<file path="src/mmu_pkg.sv">
// Shared types and constants of the matrix multiply unit.
package mmu_pkg;

	localparam int VAL_W  = 32;           // Q16.16 element width
	localparam int IDX_W  = 3;            // row and column field width
	localparam int DIM_W  = 4;            // size register width
	localparam int PROD_W = 2 * VAL_W;    // Q32.32 product
	localparam int ACC_W  = PROD_W + 4;   // room for eight products and rounding
	localparam int FULL_W = 2 * IDX_W + 1;
	localparam int REG_W  = 2;

	typedef enum logic [1:0] {
		MODE_WRITE_A = 2'd0,
		MODE_WRITE_B = 2'd1,
		MODE_START   = 2'd2
	} mode_t;

	typedef enum logic [REG_W-1:0] {
		REG_A_ROWS    = 2'd0,
		REG_INNER_DIM = 2'd1,
		REG_B_COLS    = 2'd2
	} reg_idx_t;

	typedef enum logic [1:0] {
		ST_IDLE,
		ST_RUN,
		ST_WAIT
	} state_t;

	// tag that travels with each operand pair into the multiply-accumulate unit
	typedef struct packed {
		logic valid;
		logic first;
		logic last;
	} mac_ctl_t;

	// finished dot product as seen by the sequencer
	typedef struct packed {
		logic                    done;
		logic                    sat;
		logic signed [VAL_W-1:0] value;
	} mac_res_t;

endpackage

</file>
<file path="src/mmu_mem.sv">
// Element store: one write port, one registered read port.
module mmu_mem #(
	parameter int DEPTH = 64,
	parameter int AW    = 6
) (
	input  logic                            clk,
	input  logic                            we,
	input  logic [AW-1:0]                   waddr,
	input  logic signed [mmu_pkg::VAL_W-1:0] wdata,
	input  logic [AW-1:0]                   raddr,
	output logic signed [mmu_pkg::VAL_W-1:0] rdata
);
	import mmu_pkg::*;

	logic signed [VAL_W-1:0] mem_q [DEPTH];
	logic signed [VAL_W-1:0] rdata_q;

	always_ff @(posedge clk) begin
		if (we) begin
			mem_q[waddr] <= wdata;
		end
		rdata_q <= mem_q[raddr];
	end

	assign rdata = rdata_q;

endmodule

</file>
<file path="config.mk">
export PLATFORM = sky130hd
export DESIGN_NAME = mmu_mem
export DESIGN_NICKNAME = d
export VERILOG_FILES = /design/src/mmu_pkg.sv /design/src/mmu_mem.sv
export SDC_FILE = /design/constraint.sdc
export NUM_CORES = 2
export LEC_CHECK = 0
export BUFFER_PORTS_ARGS = -buffer_cell sky130_fd_sc_hd__buf_4
export CAP_MARGIN = 15
export CORE_MARGIN = 2
export CORE_UTILIZATION = 55
export CTS_BUF_LIST = sky130_fd_sc_hd__clkbuf_16
export DETAILED_ROUTE_END_ITERATION = 7
export GPL_ROUTABILITY_DRIVEN = 0
export PLACE_DENSITY = 0.74
export SLEW_MARGIN = 10
export SYNTH_ARGS = -nofsm -noshare
export SYNTH_HDL_FRONTEND = slang
export SYNTH_SLANG_ARGS = --single-unit
</file>
<file path="constraint.sdc">
create_clock -name clk -period 3.4 [get_ports clk]
set_input_delay 0.17 -clock clk [delete_from_list [all_inputs] [get_ports clk]]
set_output_delay 0.17 -clock clk [all_outputs]
set_load 0.005 [all_outputs]
</file>
==> out/qor.yml <==
setup_path:
  crit_start: "raddr[0]"
  crit_arrival_ps: 2930
  cp_max_fo: 43
  end_kind: "register"
  reg2reg_from: "mem_q[7][18]"
  criticalPathCategory: "primary input to register"
  required_ps: 4080
  cp-start-kind: "primary input"
synthesis:
  netlist_top_cells_area: "edfxtp_1, mux4_2, mux2i_1"
  synth_warnings: 0
  postSynthCellCount: 3324
  synth-async-reset-ratio_pct: 0
  synth_nets: 3370
  synth_top_area_cell: "edfxtp_1"
  seq_area_frac_synth_pct: 79.1
  synth-seq-cells: 2080
  synth_cell_types: 34
  synth_area_um2: 78500
  synth-edff-count: 2048
  ys.flop_type: "edfxtp_1"
  synth_top_area_share_pct: 78.3
  avgSynthCellArea_um2: 23.6
timing:
  finalCritPeriodShare_pct: 66.2
  finalSetupTns_ps: 0
  min_period_ps: 2250
  max_clock_freq_mhz: 444
  max_slew_margin_pct: 36.6
  tightest_slew_ps: 948
  rsz0062_at_grt: "false"
  fin_skew_ps: 30.5
  slew_viol_final: 0
  postLayoutSetupSlackWorst_ps: 1150
  final_hold_viol_count: 0
  setup_viol: 0
power:
  total_power_mw: 52.2
  peakVddDrop_mv: 0.416
  power_density_nw_per_um2: 583
  p_leak_nw: 28.2
flow_run:
  cap_violations: 0
clock_network:
  post-cts-setup-buffers: 0
  worstSkewPairLatency_ps: 830
  cts_made_buffers: 194
  cts_tree: "done"
  h-tree-depth: 4
  clkSlewWorstSetupHoldPaths_ps: 60
  cts.sinks: 2080
  cts_max_path_buffers: 3
  root_buffer: "clkbuf_16"
floorplan:
  die_y_um: 382
  initial_core_util_pct: 55.5
  row_count: 138
  die_area_um2: 146000
  coreArea_um2: 142000
  die_w_um: 382
  io_pins: 78
layout:
  areaGrowthSynthToFinish_pct: 14.0
  final_cell_mix: "edfxtp_1, mux4_2, buf_4"
  fillers: 9059
  final_layout_size_suffix_gt1_share_pct: 29.9
  fin_util_pct: 63.2
  nNetsFinal: 3683
  final_common_cell: "edfxtp_1"
  multi_input_area_um2: 16000
  seqCellArea_um2: 62100
drt:
  drc: 0
  totalWireLength_mm: 193
  viasPerCell: 6.66
  drt_iter0_markers: 5839
  wl_per_cell_um: 34.0
  first_pass_iters: 6
  ant_nets: 0
  vias: 37900
global_route:
  track_usage_pct: 26.9
  antenna_found_initial: 5
  grt_pass1_vias: 38100
  grt_pass1_wl_mm: 276
  grt_max_degree: 65
  overflow: 0
hold_path:
  hp-start: "waddr[0]"
  hold_class: "primary input to register"
placed_design:
  pre_cts_ws_ps: 294
  io_buffers: 77
  dpl.hpwl_mm: 102
outcome:
  outcome: "finished clean"
-- routing by layer --
metal  global-route usage [%]  vias up  routed length [µm]
li1                         -    14900                   -
met1                     38.5    20100               71400
met2                     41.9     2535               92800
met3                     5.54      365               22500
met4                     9.60        6                6730
met5                        0        -                  40
-- timing repair --
action	CTS	global route
hold endpoints to repair	2056	0
gates resized for setup	0	0
hold buffers	34	0
-- final cells by class --
type                       count  area share (%)
timing repair buffer         299            3.14
sequential                  2080            69.4
tap                         1890            2.64
antenna                        4          0.0112
multi-input combinational   1062            17.8
clock buffer                 201            5.62
clock inverter               158            1.30
-- through the flow --
step	hold slack, ps	cell area, µm²	cells
floorplan	269	78500	3324
global placement	558	82900	5297
detailed placement	549	82900	5297
CTS	73.6	89500	5690
global route	132	89500	5690
finish	135	89500	5694
-- registers in the layout, indices dropped and copies added, names as in the netlist --
signal  flops
rdata      32
mem_q    2048
-- final timing paths --
kind              cells past startpoint  slack (ps)            to
hold / removal                        4         140  mem_q[57][8]
hold reg to reg                       4         840     rdata[17]
setup / recovery                      8        1150     rdata[20]
setup reg to reg                      4        1300     rdata[18]
-- synthesized netlist by cell type (2+ instances only) --
master and n:
nand2_1 26, a21oi_1 62, or3b_2 3, or3b_1 2
nor2_1 137, and2_1 2, buf_4 25, edfxtp_1 2048
o22ai_1 84, buf_2 57, dfxtp_1 32, nand4_1 2
clkbuf_1 74, and3_1 4, nor3_1 7, buf_6 5
o221ai_1 27, nand2b_1 8, mux4_2 544, a22oi_1 12
mux2i_1 93, a311oi_1 8, nor2b_1 15, or3_1 3
nand3_1 5, a41o_1 4, o32ai_1 4, nand3b_1 5
buf_1 21
-- worst max-delay path, cell delays in order --
cell and delay, ps:
buf_8 370, buf_12 310, buf_12 350, mux4_2 560, mux2i_1 180, nor2_1 90
a311oi_1 690, nor3_1 100
-- cell families after synthesis --
| group | count (synthesis) | synth area share, % |
|---|---|---|
| buffers and inverters | 182 | 1.13 |
| and+or+nand+nor | 223 | 1.27 |
| DFF | 2080 | 79.1 |
| muxes | 637 | 16.8 |
| AOI/OAI and AO/OA | 202 | 1.67 |
-- where the power goes --
| group | leakage [nW] | internal [mW] | switching (mW) |
|---|---|---|---|
| clock | 3.21 | 11.9 | 9.19 |
| combinational | 6.27 | 1.06 | 1.54 |
| sequential | 18.7 | 28.4 | 0.126 |
| total | 28.2 | 41.3 | 10.9 |
No activity file was read; power rests on OpenSTA's default activity.
