==> src/mmu_pkg.sv <==
// Shared types and constants of the matrix multiply unit.
package mmu_pkg;

	localparam int VAL_W  = 32;           // Q16.16 element width
	localparam int IDX_W  = 3;            // row and column field width
	localparam int DIM_W  = 4;            // size register width
	localparam int PROD_W = 2 * VAL_W;    // Q32.32 product
	localparam int ACC_W  = PROD_W + 4;   // room for eight products and rounding
	localparam int FULL_W = 2 * IDX_W + 1;
	localparam int REG_W  = 2;

	typedef enum logic [1:0] {
		MODE_WRITE_A = 2'd0,
		MODE_WRITE_B = 2'd1,
		MODE_START   = 2'd2
	} mode_t;

	typedef enum logic [REG_W-1:0] {
		REG_A_ROWS    = 2'd0,
		REG_INNER_DIM = 2'd1,
		REG_B_COLS    = 2'd2
	} reg_idx_t;

	typedef enum logic [1:0] {
		ST_IDLE,
		ST_RUN,
		ST_WAIT
	} state_t;

	// tag that travels with each operand pair into the multiply-accumulate unit
	typedef struct packed {
		logic valid;
		logic first;
		logic last;
	} mac_ctl_t;

	// finished dot product as seen by the sequencer
	typedef struct packed {
		logic                    done;
		logic                    sat;
		logic signed [VAL_W-1:0] value;
	} mac_res_t;

endpackage

==> src/mmu_mac.sv <==
// Shared multiply-accumulate unit with Q16.16 rounding and saturation.
module mmu_mac (
	input  logic                            clk,
	input  logic                            arst_n,
	input  mmu_pkg::mac_ctl_t               ctl,
	input  logic signed [mmu_pkg::VAL_W-1:0] a,
	input  logic signed [mmu_pkg::VAL_W-1:0] b,
	input  logic                            clr,
	output mmu_pkg::mac_res_t               res
);
	import mmu_pkg::*;

	mac_ctl_t                 ctl_s2;
	logic signed [PROD_W-1:0] prod_s2;
	logic signed [ACC_W-1:0]  acc_q;
	logic                     done_q;
	logic signed [ACC_W-1:0]  prod_ext;
	logic signed [ACC_W-1:0]  rnd;
	logic                     fits;

	always_ff @(posedge clk or negedge arst_n) begin
		if (!arst_n) begin
			ctl_s2 <= '0;
		end else begin
			ctl_s2 <= ctl;
		end
	end

	always_ff @(posedge clk) begin
		prod_s2 <= a * b;
	end

	assign prod_ext = {{(ACC_W-PROD_W){prod_s2[PROD_W-1]}}, prod_s2};

	always_ff @(posedge clk) begin
		if (ctl_s2.valid) begin
			acc_q <= ctl_s2.first ? prod_ext : acc_q + prod_ext;
		end
	end

	// hold done until the sequencer moves the result out
	always_ff @(posedge clk or negedge arst_n) begin
		if (!arst_n) begin
			done_q <= 1'b0;
		end else if (clr) begin
			done_q <= 1'b0;
		end else if (ctl_s2.valid && ctl_s2.last) begin
			done_q <= 1'b1;
		end
	end

	// round half up, then the value fits when bits 47 and above agree
	assign rnd  = acc_q + ACC_W'(32768);
	assign fits = (&rnd[ACC_W-1:47]) || !(|rnd[ACC_W-1:47]);

	always_comb begin
		res.done = done_q;
		res.sat  = !fits;
		if (fits) begin
			res.value = rnd[47:16];
		end else if (rnd[ACC_W-1]) begin
			res.value = {1'b1, {(VAL_W-1){1'b0}}};
		end else begin
			res.value = {1'b0, {(VAL_W-1){1'b1}}};
		end
	end

endmodule
==> config.mk <==
export PLATFORM = sky130hd
export DESIGN_NAME = mmu_mac
export DESIGN_NICKNAME = d
export VERILOG_FILES = /design/src/mmu_pkg.sv /design/src/mmu_mac.sv
export SDC_FILE = /design/constraint.sdc
export NUM_CORES = 2
export LEC_CHECK = 0
export ABC_CLOCK_PERIOD_IN_PS = 3000
export BUFFER_PORTS_ARGS = -buffer_cell sky130_fd_sc_hd__buf_4
export CORE_AREA = 2 2 222 388
export CTS_CLUSTER_DIAMETER = 200
export DETAILED_ROUTE_END_ITERATION = 7
export DIE_AREA = 0 0 224 390
export PLACE_DENSITY = 0.74
export SYNTH_ARGS = -nofsm -noshare
export SYNTH_HDL_FRONTEND = slang
export SYNTH_SLANG_ARGS = --single-unit
==> constraint.sdc <==
create_clock -name clk -period 3 [get_ports clk]
set_input_delay 0.45 -clock clk [delete_from_list [all_inputs] [get_ports clk]]
set_output_delay 0.45 -clock clk [all_outputs]
set_load 0.1 [all_outputs]
==> impl_results.md <==
- Top cells by area, synth: fa_1, inv_1, and2_1, ha_1, nand2_1
- Final setup vio count: 127
- Mapped Area: 45900 µm²
- Wirelength per Cell: 23.2 µm
- Drt pass-1 iters: 7
- Max Fclk: 139 MHz
- FILL cells: 5965
- CP required: 3.35 ns
- Largest net degree at the start of global routing: 68
- Top-count cell post-synth: fa_1
- WHS: 0.108 ns
- Multi-input combinational cell area: 40500 µm²
- Max-Cap Viols: 0
- Simple-Gate Fraction of Synth Area: 16.8%
- Tmin final: 7.18 ns
- Fin. Hold Viols: 0
- Mux share of post-synthesis cell area: 0.196%
- I/O Buffers: 103
- Post-Syn Area per Cell: 9.10 µm²
- CTS Sinks: 136
- Seq/Total Area, Yosys: 7.46%
- Post-synth net total: 6450
- Async set or reset register ratio after synthesis: 2.94%
- Synth Area in Compound Gates: 7.60%
- Predominant post-synthesis flop cell: edfxtp_1
- Placeable Area: 84200 µm²
- Clock Skews: 0.0118 ns
- Final net count: 7224
- Starting density of the core: 54.5%
- DR vias: 39500
- Post-synth top cells: fa_1, inv_1, nand2_1
- Number of synthesized register bits: 136
- Arrival time at the worst endpoint: 7.53 ns
- # DRC: 0
- Total area of sequential cells: 3430 µm²
- Largest family of logic cells by synthesized area: adder cells
- DIE AREA: 87400 µm²
- Remaining global-route overflow: 0
- XOR/XNOR share of the synthesized area: 2.94%
- H-Tree Level Count: 4
- Post-Route WL: 160000 µm
- Status: finished with violations
- Synth Warn #: 0
- HPWL after DPL: 125000 µm
- Worst-path clk slew: 0.07 ns
- Vias in the first global route: 44700
- Die Y-Extent: 390 µm
- Worst skew pair latency: 0.44 ns
- CTS tree: built
- Crit start category: primary input
- Clock root buffer: clkbuf_16
- Cells after Synth: 5045
- First-pass GRT wire length: 244000 µm
- Netlist cell types: 81
- Max Buffers Root-to-Sink: 2
- Fin worst setup slack: -4.18 ns
- Synth Area in Adders: 54.1%
- Yosys top cell area share: 47.2%
- Row count: 141
- Slew Viols, Final: 0
- EDFF count, synth: 68
- Max_slew headroom: 56.0%
- Synthesis-to-layout area growth: 29.7%
- Hold crit path type: primary input to register
- Worst Max-Slew Pin Slew: 0.660 ns
- Initial DRC count: 2704
- Period utilisation layout: 239%
- Number of antenna violations at the first check in global routing: 5
- RSZ-0062 raised after global routing: yes
- Share of layout cells above drive strength 1: 27.2%
- Vias/cell: 5.72
- Max FO, Critical Path: 7
- Die X: 224 µm
- Worst Setup End Kind: register
- Failing checks: negative setup slack
- Num ports: 104
- Crit Path Class: primary input to register
- CTS Buf Count: 17
- Dominant cell type by area after synthesis: fa_1
- Post-DRT Antenna Nets: 0
- Global Route Usage Sum: 37.5%
- Final GP Congestion: 0.999
[critical path, stage by stage]
cell,delay (ns)
buf_12,0.14
buf_8,0.13
and2_4,0.16
fa_2,0.61
fa_1,0.45
buf_4,0.16
fa_2,0.47
buf_6,0.15
buf_6,0.12
fa_2,0.63
inv_4,0.07
fa_1,0.55
inv_2,0.04
fa_1,0.47
inv_1,0.05
fa_1,0.55
inv_2,0.05
fa_2,0.61
ha_4,0.21
a21o_1,0.17
a21oi_2,0.15
o21ai_2,0.08
a21oi_2,0.18
o41a_1,0.28
nor2_2,0.08
a2111o_1,0.42
o311ai_2,0.09
[state kept, by name, indices dropped and copies added, names as in the netlist]
register  count
acc_q        68
done_q        1
prod_s2      64
ctl_s2        3
[metal layers]
| layer | part of all wire [%] | global-route usage, % | wire, µm | vias to the layer above |
|---|---|---|---|---|
| li1 | - | - | - | 16800 |
| met1 | 30 | 35.2 | 48200 | 19800 |
| met2 | 50 | 66.2 | 81000 | 1879 |
| met3 | 7.1 | 8.37 | 11300 | 979 |
| met4 | 12 | 36.4 | 19900 | 4 |
| met5 | 0.012 | 0 | 20 | - |
[worst paths after layout]
kind                       cells after the start  slack [ns]           to  startpoint
min                                            1        0.11    ctl_s2[1]      ctl[1]
min in group asynchronous                      2        0.33    ctl_s2[0]      arst_n
max in group asynchronous                      2        2.55    ctl_s2[1]      arst_n
max                                           27       -4.18  prod_s2[61]        b[3]
min reg2reg                                    2        0.56       done_q   ctl_s2[0]
max reg2reg                                   13       -0.64    acc_q[67]   acc_q[15]
[final cells by class]
type / count / share of cell area, %
antenna: 2 / 0.00841
clock buffer: 17 / 0.715
clock inverter: 15 / 0.282
inverter: 1061 / 6.73
multi-input combinational: 3589 / 68.0
sequential: 136 / 5.76
tap: 1072 / 2.25
timing repair buffer: 1014 / 16.2
[stage by stage]
step,std cells,util [%],instance area [µm²],setup WS (ns),setup TNS (ns)
5_1_grt,6906,70.7,59500,-4.35,-264.68
3_3_place_gp,6731,64.8,54500,-4.69,-262.86
6_report,6906,70.7,59500,-4.18,-248.61
3_5_place_dp,6731,64.8,54500,-4.80,-267.88
4_1_cts,6856,69.1,58100,-4.06,-237.61
2_1_floorplan,5045,-,47800,-4.11,-199.09
[logic make-up after synthesis]
family,count (synthesis)
simple gates,1536
fa+ha+maj,1335
buf+inv,1320
compound gates,556
xor+xnor,154
flops,136
mux,8
[layout by cell type, fill, tap and decap left out, types with 23 or more instances in the layout]
cell,count
o21ai_0,68
a21oi_1,83
dfxtp_1,62
edfxtp_1,68
xnor2_1,60
nand4_1,45
nand2_1,634
buf_4,751
a21o_1,76
and2_1,481
buf_6,139
a21oi_2,49
nand3_1,45
o21ai_1,42
buf_12,94
inv_2,44
ha_4,56
ha_1,193
a21oi_4,38
fa_1,1002
nor2_1,87
fa_2,81
and2_4,34
xor2_1,68
inv_1,1010
o21ai_2,23
[timing repair]
action	4_1_cts	5_1_grt
buffers inserted	100	71
cloned	4	4
pin swaps	239	230
gates resized for setup	532	286
hold buffers	1	0
hold endpoints to repair	4	0
setup endpoints to repair	126	133
Power is left out: the tool's default activity adds up to more than one toggle a clock period on the data nets, which glitch-free logic cannot reach.
